<file path="src/fp8a_pkg.sv">
// ----------------------------------------------------------------------------
// FP8 E4M3 arithmetic package
// Shared types, operation codes and constants for the FP8 E4M3 unit.
// ----------------------------------------------------------------------------
`default_nettype none
package fp8a_pkg;

  localparam int ActionWidth = 3;
  localparam int DataWidth   = 8;
  localparam int ManMask     = 'h07;
  localparam int ManBits     = 3;
  localparam int ExpFieldMax = 'hF;
  localparam int ExpBias     = 7;

  typedef enum logic [ActionWidth-1:0] {
    ACT_ADD = 3'd0,
    ACT_SUB = 3'd1,
    ACT_MUL = 3'd2,
    ACT_DIV = 3'd3,
    ACT_NEG = 3'd4
  } action_t;

  localparam logic [DataWidth-1:0] NanPos = 8'h7F;
  localparam logic [DataWidth-1:0] NanNeg = 8'hFF;

  // Pre-rounding form: value = mant/64 * 2^exp, with sticky for lost bits.
  typedef struct packed {
    logic                 done;
    logic [DataWidth-1:0] fixed;
    logic                 sign;
    logic signed [6:0]    exp;
    logic [9:0]           mant;
    logic                 sticky;
  } pre_t;

endpackage
`default_nettype wire

</file>
<file path="src/fp8a_front.sv">
// ----------------------------------------------------------------------------
// FP8 front end
// Unpacks, treats special operands and forms the raw sum, product or
// quotient with its exponent and sticky bit.
// ----------------------------------------------------------------------------
`default_nettype none
module fp8a_front (
  input  wire logic [2:0]     action,
  input  wire logic [7:0]     a,
  input  wire logic [7:0]     b,
  output fp8a_pkg::pre_t      pre
);

  function automatic logic is_nan(input logic [7:0] x);
    return x[6:0] == 7'h7F;
  endfunction

  function automatic logic is_zero(input logic [7:0] x);
    return x[6:0] == 7'h00;
  endfunction

  // Normalised significand (hidden bit at bit 3) and unbiased exponent.
  function automatic logic [8:0] norm_in(input logic [7:0] x);
    logic [3:0]        m;
    logic signed [4:0] e;
    m = {(x[6:3] != 4'd0), x[2:0]};
    e = (x[6:3] != 4'd0) ? 5'(signed'({1'b0, x[6:3]}) - 5'sd7) : -5'sd6;
    for (int i = 0; i < 4; i++) begin
      if (m < 4'd8) begin
        m = m << 1;
        e = e - 5'sd1;
      end
    end
    return {m, e};
  endfunction

  function automatic logic [6:0] jam(input logic [6:0] m, input logic [4:0] sh);
    logic [6:0] mask;
    if (sh > 5'd7) return {6'd0, (m != 7'd0)};
    mask = 7'((8'd1 << sh) - 8'd1);
    return (m >> sh) | {6'd0, ((m & mask) != 7'd0)};
  endfunction

  // Quotient table for normalised significands 8 to 15: each entry holds
  // floor(64 * ma / mb) and, above it, a flag for a nonzero remainder.
  function automatic logic [511:0] div_table();
    logic [511:0] t;
    logic [9:0]   n;
    logic [4:0]   r;
    logic [9:0]   q;
    t = '0;
    for (int ia = 0; ia < 8; ia++) begin
      for (int ib = 0; ib < 8; ib++) begin
        n = {4'(8 + ia), 6'd0};
        r = '0;
        q = '0;
        for (int k = 9; k >= 0; k--) begin
          r = {r[3:0], n[k]};
          if (r >= 5'(8 + ib)) begin
            r    = r - 5'(8 + ib);
            q[k] = 1'b1;
          end
        end
        t[(ia * 8 + ib) * 8 +: 8] = {(r != 5'd0), q[6:0]};
      end
    end
    return t;
  endfunction

  localparam logic [511:0] DivTab = div_table();

  logic [7:0]        bb;
  logic [3:0]        ma, mb;
  logic signed [4:0] ea, eb;
  logic [6:0]        xa, xb;
  logic [7:0]        sum;
  logic [8:0]        na, nb;
  logic [7:0]        prod;
  logic [7:0]        dq;

  always_comb begin
    pre = '0;
    bb  = (action == fp8a_pkg::ACT_SUB) ? (b ^ 8'h80) : b;
    ma  = {(a[6:3] != 4'd0), a[2:0]};
    mb  = {(bb[6:3] != 4'd0), bb[2:0]};
    ea  = (a[6:3] != 4'd0) ? 5'(signed'({1'b0, a[6:3]}) - 5'sd7) : -5'sd6;
    eb  = (bb[6:3] != 4'd0) ? 5'(signed'({1'b0, bb[6:3]}) - 5'sd7) : -5'sd6;
    xa  = {ma, 3'd0};
    xb  = {mb, 3'd0};
    sum = '0;
    na  = norm_in(a);
    nb  = norm_in(b);
    prod = na[8:5] * nb[8:5];
    dq   = DivTab[{na[7:5], nb[7:5], 3'b000} +: 8];
    unique case (action)
      fp8a_pkg::ACT_ADD, fp8a_pkg::ACT_SUB: begin
        if (action == fp8a_pkg::ACT_SUB && ((a == fp8a_pkg::NanPos && b == fp8a_pkg::NanNeg)
            || (a == fp8a_pkg::NanNeg && b == fp8a_pkg::NanPos))) begin
          pre.done = 1'b1; pre.fixed = fp8a_pkg::NanPos;
        end else if (is_nan(a)) begin
          pre.done = 1'b1; pre.fixed = a;
        end else if (is_nan(bb)) begin
          pre.done = 1'b1; pre.fixed = bb;
        end else begin
          if (ea > eb) begin
            xb = jam(xb, 5'(ea - eb));
            eb = ea;
          end else if (eb > ea) begin
            xa = jam(xa, 5'(eb - ea));
            ea = eb;
          end
          if (a[7] == bb[7]) begin
            sum = {1'b0, xa} + {1'b0, xb}; pre.sign = a[7];
          end else if (xa > xb) begin
            sum = {1'b0, xa - xb}; pre.sign = a[7];
          end else begin
            sum = {1'b0, xb - xa}; pre.sign = bb[7];
          end
          pre.exp  = 7'(ea);
          pre.mant = {2'd0, sum};
          if (sum == 8'd0) begin
            pre.done = 1'b1; pre.fixed = 8'h00;
          end
        end
      end
      fp8a_pkg::ACT_MUL: begin
        if (is_nan(a) || is_nan(b)) begin
          pre.done = 1'b1; pre.fixed = fp8a_pkg::NanPos;
        end else if (is_zero(a) || is_zero(b)) begin
          pre.done = 1'b1; pre.fixed = 8'h00;
        end else begin
          pre.sign = a[7] ^ b[7];
          pre.exp  = 7'(signed'(na[4:0])) + 7'(signed'(nb[4:0]));
          pre.mant = {2'd0, prod};
        end
      end
      fp8a_pkg::ACT_DIV: begin
        pre.sign = a[7] ^ b[7];
        if (is_nan(a)) begin
          pre.done = 1'b1; pre.fixed = a;
        end else if (is_nan(b)) begin
          pre.done = 1'b1; pre.fixed = b;
        end else if (is_zero(b)) begin
          pre.done = 1'b1;
          pre.fixed = (is_zero(a) || !pre.sign) ? fp8a_pkg::NanPos : fp8a_pkg::NanNeg;
        end else if (is_zero(a)) begin
          pre.done = 1'b1; pre.fixed = 8'h00;
        end else begin
          pre.exp    = 7'(signed'(na[4:0])) - 7'(signed'(nb[4:0]));
          pre.mant   = {3'd0, dq[6:0]};
          pre.sticky = dq[7];
        end
      end
      fp8a_pkg::ACT_NEG: begin
        pre.done = 1'b1; pre.fixed = a ^ 8'h80;
      end
      default: begin
        pre.done = 1'b1; pre.fixed = fp8a_pkg::NanPos;
      end
    endcase
  end

endmodule
`default_nettype wire

</file>
<file path="src/fp8a_norm.sv">
// ----------------------------------------------------------------------------
// FP8 normaliser
// Brings the significand into the range 64 to 127, adjusting the exponent.
// ----------------------------------------------------------------------------
`default_nettype none
module fp8a_norm (
  input  fp8a_pkg::pre_t pre_in,
  output fp8a_pkg::pre_t pre_out
);

  always_comb begin
    pre_out = pre_in;
    for (int i = 0; i < 3; i++) begin
      if (pre_out.mant >= 10'd128) begin
        pre_out.sticky = pre_out.sticky | pre_out.mant[0];
        pre_out.mant   = pre_out.mant >> 1;
        pre_out.exp    = pre_out.exp + 7'sd1;
      end
    end
    for (int i = 0; i < 7; i++) begin
      if (pre_out.mant != 10'd0 && pre_out.mant < 10'd64) begin
        pre_out.mant = pre_out.mant << 1;
        pre_out.exp  = pre_out.exp - 7'sd1;
      end
    end
  end

endmodule
`default_nettype wire

</file>
<file path="src/fp8a_round.sv">
// ----------------------------------------------------------------------------
// FP8 rounder
// Denormalises small results, rounds to nearest even and packs the code.
// ----------------------------------------------------------------------------
`default_nettype none
module fp8a_round (
  input  fp8a_pkg::pre_t pre,
  output logic [7:0]     res
);

  logic [6:0]        m;
  logic              st;
  logic [3:0]        sh;
  logic              inc;
  logic [4:0]        r;
  logic signed [6:0] e;

  always_comb begin
    m   = pre.mant[6:0];
    st  = pre.sticky;
    e   = pre.exp;
    sh  = '0;
    r   = '0;
    inc = 1'b0;
    if (pre.done) begin
      res = pre.fixed;
    end else if (pre.mant == 10'd0 || e < -7'sd10) begin
      res = {pre.sign, 7'd0};
    end else begin
      if (e < -7'sd6) begin
        sh = 4'(-7'sd6 - e);
        st = st | ((m & 7'((8'd1 << sh) - 8'd1)) != 7'd0);
        m  = m >> sh;
      end
      st  = st | m[0];
      inc = m[2] && (m[1] || st || m[3]);
      r   = {1'b0, m[6:3]} + {4'd0, inc};
      if (sh != 4'd0) begin
        res = (r >= 5'd8) ? {pre.sign, 7'h08} : {pre.sign, 4'd0, r[2:0]};
      end else begin
        if (r >= 5'd16) begin
          r = r >> 1;
          e = e + 7'sd1;
        end
        e = e + 7'(fp8a_pkg::ExpBias);
        if (e > 7'(fp8a_pkg::ExpFieldMax))
          res = pre.sign ? fp8a_pkg::NanNeg : fp8a_pkg::NanPos;
        else
          res = {pre.sign, e[3:0], r[2:0]};
      end
    end
  end

endmodule
`default_nettype wire

</file>
<file path="src/fp8_e4m3_arith_unit.sv">
// ----------------------------------------------------------------------------
// FP8 E4M3 arithmetic unit
// Four-stage pipelined add, subtract, multiply, divide and negate.
// ----------------------------------------------------------------------------
// One item enters per cycle while the output is not stalled; each item
// passes through the operand register, front end, normaliser and
// rounder/output register in that order.
// All stages advance together on out_ready or on an empty output slot.
`default_nettype none
module fp8_e4m3_arith_unit (
  input  wire logic       clk,
  input  wire logic       rst_n,
  input  wire logic       in_valid,
  output logic            in_ready,
  input  wire logic [2:0] in_action,
  input  wire logic [7:0] in_operand_a,
  input  wire logic [7:0] in_operand_b,
  output logic            out_valid,
  input  wire logic       out_ready,
  output logic [7:0]      out_result_value
);

  logic [3:0]     v_r, v_nxt;
  logic           adv;
  logic [2:0]     act_r;
  logic [7:0]     a_r, b_r;
  fp8a_pkg::pre_t f_pre, f_r, n_pre, n_r;
  logic [7:0]     rnd, res_r;

  assign adv       = !v_r[3] || out_ready;
  assign in_ready  = adv;
  assign out_valid = v_r[3];
  assign out_result_value = res_r;

  fp8a_front u_front (.action(act_r), .a(a_r), .b(b_r), .pre(f_pre));
  fp8a_norm  u_norm  (.pre_in(f_r), .pre_out(n_pre));
  fp8a_round u_round (.pre(n_r), .res(rnd));

  always_comb begin
    v_nxt = adv ? {v_r[2:0], in_valid} : v_r;
  end

  always_ff @(posedge clk) begin
    if (!rst_n) begin
      v_r <= '0;
    end else begin
      v_r <= v_nxt;
    end
  end

  always_ff @(posedge clk) begin
    if (adv) begin
      act_r <= in_action;
      a_r   <= in_operand_a;
      b_r   <= in_operand_b;
      f_r   <= f_pre;
      n_r   <= n_pre;
      res_r <= rnd;
    end
  end

  a_hold: assert property (@(posedge clk) disable iff (!rst_n)
    out_valid && !out_ready |=> out_valid && $stable(out_result_value))
    else $error("result changed while stalled");
  a_neg: assert property (@(posedge clk) disable iff (!rst_n)
    adv && v_r[2] && n_r.done |=> res_r == $past(n_r.fixed))
    else $error("special result lost");
  a_flow: assert property (@(posedge clk) disable iff (!rst_n)
    in_valid && in_ready |=> v_r[0])
    else $error("accepted item not tracked");

endmodule
`default_nettype wire

</file>
<file path="config.mk">
export PLATFORM = sky130hd
export DESIGN_NAME = fp8_e4m3_arith_unit
export DESIGN_NICKNAME = d
export VERILOG_FILES = /design/src/fp8a_pkg.sv /design/src/fp8a_front.sv /design/src/fp8a_norm.sv /design/src/fp8a_round.sv /design/src/fp8_e4m3_arith_unit.sv
export SDC_FILE = /design/constraint.sdc
export NUM_CORES = 1
export LEC_CHECK = 0
export ABC_CLOCK_PERIOD_IN_PS = 17230
export BUFFER_PORTS_ARGS = -buffer_cell sky130_fd_sc_hd__buf_2
export CORE_ASPECT_RATIO = 0.5
export CORE_MARGIN = 3
export CORE_UTILIZATION = 60
export CTS_CLUSTER_SIZE = 16
export DETAILED_ROUTE_END_ITERATION = 10
export PLACE_DENSITY = 0.84
export SYNTH_ARGS = -nofsm -noshare
export SYNTH_HDL_FRONTEND = slang
export SYNTH_SLANG_ARGS = --single-unit
</file>
<file path="constraint.sdc">
create_clock -name clk -period 17.23 [get_ports clk]
set_clock_uncertainty 0.2 [all_clocks]
set_input_delay 1.723 -clock clk [delete_from_list [all_inputs] [get_ports clk]]
set_output_delay 1.723 -clock clk [all_outputs]
set_load 0.01 [all_outputs]
</file>
=== Word level (Yosys, flattened, before mapping) ===
Cells that the tools add are included.

* Bits in registers: 87
* Bits of input ports: 23
* Logic and storage cells: 269

* Add/sub/neg operators: 35
* Multipliers: 1
* Order comparisons: 28
* Eq/ne operators: 12
* Shifts and indexed selects: 7
* Multiplexer cells: 110
* Bitwise gates (word level): 14
* Reduce and logical (&&, ||, !) cells: 44

{| class="wikitable"
|+ Operators by type and width
! operator !! count
|-
| $shiftx 512x10->8 const A || 1
|-
| $mux 18 || 12
|-
| $mux 7 || 23
|-
| $mux 17 || 7
|-
| $mux 8 || 12
|-
| $mux 9 || 10
|-
| $lt 10x7->1 const B || 7
|-
| $reduce_bool 10->1 || 7
|-
| $mux 5 || 13
|-
| $pmux 18 s3 || 1
|-
| $sub 7x2->7 const B || 7
|-
| $mux 4 || 12
|-
| $sub 5x2->5 const B || 8
|-
| $pmux 9 s4 || 1
|-
| $lt 4x4->1 const B || 8
|-
| $ge 10x8->1 const B || 3
|-
| $add 7x2->7 const B || 4
|-
| $reduce_bool 4->1 || 6
|-
| $and 7x7->7 || 3
|-
| $eq 7x7->1 const B || 3
|-
| $reduce_bool 7->1 || 3
|-
| $sub 7x1->7 const B || 3
|-
| $mux 1 || 18
|-
| $eq 8x7->1 const B || 2
|-
| 41 further kinds || 77
|}

=== Depth between registers and ports, before layout ===
* Depth in word-level cells: 33
* Depth in mapped cells: 28

=== By module ===
A second synthesis with hierarchy kept.

* Cell total of the unflattened synthesis: 1,336
* Area total of the unflattened synthesis: 11,070.6 sq um

{| class="wikitable"
|+ By module, submodules not included
! module !! times used !! cells an instance !! area each (sq um) !! sequential area each (sq um)
|-
| fp8a_front || 1 || 714 || 4,530.6 || 0.0
|-
| fp8_e4m3_arith_unit || 1 || 98 || 2,653.8 || 2,572.5
|-
| fp8a_norm || 1 || 322 || 2,447.3 || 0.0
|-
| fp8a_round || 1 || 202 || 1,438.9 || 0.0
|}

=== Worst setup path after synthesis ===
No wires, ideal clock.

* Kind: reg-to-reg
* From: register b_r[3]
* To: register f_r[27] (netlist bit), data pin
* Library setup time: 180 ps
* Arrival: 5,855 ps
* Required time: 16,850 ps
* Slack: 10,995 ps
* Stages on the path, launching flop included: 25
* Clock period less this slack: 6,235 ps
* Path through: edfxtp_1 > inv_1 > ha_1 > or3b_2 > clkbuf_1 > nand2_1 > inv_1 > ha_1 > buf_4 > and3_1 > a32oi_1 > o41ai_1 > nor2b_1 > clkbuf_1 > clkbuf_1 > a41oi_1 > ha_1 > inv_1 > or4_1 > o41ai_2 > nor2_1 > mux2i_1 > mux2i_1 > or4b_1 > o41ai_2

{| class="wikitable"
|+ RTL lines
! what !! line !! source
|-
| from (decl) || fp8_e4m3_arith_unit.sv:26 || <nowiki>logic [7:0] a_r, b_r;</nowiki>
|-
| from (signal assigned) || fp8_e4m3_arith_unit.sv:55 || <nowiki>b_r <= in_operand_b;</nowiki>
|-
| to (signal assigned) || fp8_e4m3_arith_unit.sv:56 || <nowiki>f_r <= f_pre;</nowiki>
|-
| to (decl) || fp8_e4m3_arith_unit.sv:27 || <nowiki>fp8a_pkg::pre_t f_pre, f_r, n_pre, n_r;</nowiki>
|}

==> flow_summary.ini <==
[global_route]
grt_max_degree = 63
antenna_found_initial = 0
grt_pass1_wl_um = 43300
grt_overflow = 0
globalRouteTotalUtil_pct = 29.6
grt_pass1_vias = 8441

[die]
io_pins = 33
core_mm2 = 0.0157
die_w_um = 187
initial_core_util_pct = 62.3
num_rows = 32
die_area_mm2 = 0.0180
die_h_um = 96.3

[synth]
async_reset_ff_share_pct = 0
syn_inst = 1217
synth-edff-count = 80
synth.distinct_cells = 97
seq_area_frac_synth_pct = 25.4
syn_area_mm2 = 0.00978
yosysWarnings = 0
ys_ff_latch = 84
synth.avg_cell_area_um2 = 8.04
synth_flop_cell = edfxtp_1

[layout]
final_area_mm2 = 0.0103
fill_cells = 1353
diodes = 0
final_common_cell = nand2_1
most-common-layout-cells = nand2_1, nor2_1, ha_1, edfxtp_1, a21oi_1
area_growth_pct = 5.04
fin_cells = 1426
final_util_pct = 65.5
drive_above_1_share_pct = 7.72
nets = 1313

[timing]
layout_setup_ws_ps = 10100
slew_viol_final = 0
hold_ws_ps = 224
worstMarginPinSlew_ps = 1040
setup_viol = 0
hold_viol_final = 0
relSlewSlack_pct = 30.0
clock.fmax_ghz = 0.140
rsz0062_at_grt = no
setup_tns_ps = 0
min_period_ps = 7130
period_share_pct = 41.4

[setup_path]
arrival_ps = 7090
path_max_fanout = 23
cp.required_ps = 17190
start_kind = flip-flop
endpoint_kind = flip-flop
critPathKind = reg -> reg

[clock_network]
clock_path_buffers = 2
clk_pin_slew_ps = 80
cts_max_level = 3
cts.sinks = 84
cts_tree = built
cts_made_buffers = 9
cts_hold_buf = 0
cts_setup_buffers = 0
clock_latency_ps = 350
root_buffer = clkbuf_16
ctsResizeCount = 0

[detailed_routing]
routed_via_density = 6.51
wire_per_inst_um = 18.6
drtIter0Drc = 966
first_pass_iters = 5
postRouteAntennaNets = 0
vias = 9278
wl_um = 26600
drc_errors = 0

[power]
leakagePower_nw = 4.25
ir_drop_mv = 0.0940
p_total_mw = 1.52
cellPowerDensity_mw_per_mm2 = 148

[placement]
numPlacedInstances = 1410
dp_slack_ps = 10280
dpl.hpwl_um = 20500
place_area_mm2 = 0.0100
portBuffers = 32
gp_congestion = 0.930

[run]
cap_violations = 0

[worst_hold_path]
hp-class = reg -> reg

[run_status]
status = completed
[cell families after synthesis]
logic type      share of synthesized area, %
compound gates                          23.1
xor+xnor                                6.68
fa+ha+maj                               12.3
buf+inv                                 5.87
flops                                   25.4
mux                                     4.17
other cells                           0.0383
simple gates                            22.5
[synth_stat cells, types with 8 or more instances]
| cell | n | share of area [%] |
|---|---|---|
| nor2_1 | 120 | 4.6 |
| edfxtp_1 | 80 | 25 |
| nand3_1 | 32 | 1.6 |
| nand2_1 | 137 | 5.3 |
| nor3_1 | 31 | 1.6 |
| or3_1 | 10 | 0.64 |
| o221ai_1 | 9 | 0.81 |
| fa_1 | 10 | 2.0 |
| xor2_1 | 33 | 3.0 |
| a21oi_1 | 79 | 4.0 |
| nor2b_1 | 21 | 1.3 |
| o21ai_0 | 56 | 2.9 |
| o31ai_1 | 11 | 0.84 |
| a211oi_1 | 12 | 0.92 |
| nand4_1 | 10 | 0.64 |
| o211ai_1 | 12 | 0.92 |
| buf_2 | 9 | 0.46 |
| inv_1 | 75 | 2.9 |
| mux2_2 | 9 | 1.0 |
| o22ai_1 | 10 | 0.64 |
| a31oi_1 | 25 | 1.6 |
| nand2b_1 | 22 | 1.4 |
| and3_1 | 8 | 0.51 |
| a21o_1 | 12 | 0.92 |
| nor4_1 | 10 | 0.64 |
| and2_1 | 10 | 0.64 |
| clkbuf_1 | 55 | 2.1 |
| nor3b_1 | 8 | 0.61 |
| o21a_1 | 11 | 0.84 |
| ha_1 | 80 | 10 |
| xnor2_1 | 36 | 3.2 |
| mux2i_1 | 25 | 2.6 |
[routing by layer]
metal	vias to the layer above	global-route usage, %	wire, um
met3	30	4.69	2210
met2	405	48.0	11900
met5	-	0	0
met1	4425	42.3	12200
li1	4418	-	-
met4	0	5.85	268
[flip-flops by register name (all words and copies together), names as in the netlist]
name / count
v_r: 4
out_result_value: 8
act_r: 3
f_r: 25
n_r: 28
b_r: 8
a_r: 8
[worst paths after layout]
path / startpoint / endpoint / slack (ps) / cells past startpoint
min reg2reg: f_r[19]$_DFFE_PP_ / n_r[19]$_DFFE_PP_ / 220 / 0
min: f_r[19]$_DFFE_PP_ / n_r[19]$_DFFE_PP_ / 220 / 0
max reg2reg: a_r[3]$_DFFE_PP_ / f_r[27]$_DFFE_PP_ / 10100 / 22
max: a_r[3]$_DFFE_PP_ / f_r[27]$_DFFE_PP_ / 10100 / 22
[worst max-delay path, stage by stage (launching register included)]
cell	delay [ps]
edfxtp_1	460
inv_1	70
ha_1	200
and2_1	220
nor2_1	310
inv_1	120
ha_1	780
a32oi_1	300
o21ai_1	440
or4b_2	650
or2_2	350
inv_1	160
ha_1	200
inv_1	50
o211ai_1	80
or4_1	120
o221ai_1	200
o21ai_0	650
o21ai_2	230
o211ai_2	210
xor2_1	100
or4b_1	500
o41ai_2	340
[final cells by class]
cell class	instances	area [um^2]	share of cell area, %
multi-input cells	990	6740	65.6
inverters	75	283	2.75
well taps	221	277	2.69
clock inverters	6	47.5	0.463
clock buffers	10	229	2.23
flip-flops and latches	84	2480	24.2
repair buffers	40	220	2.14
[power by group]
group	total [mW]	internal (mW)	leakage, nW	switching (mW)
Combinational	0.985	0.395	3.20	0.590
Clock	0.189	0.100	0.140	0.0894
Sequential	0.349	0.283	0.906	0.0658
Note: power is estimated with default switching activity, not from simulation.
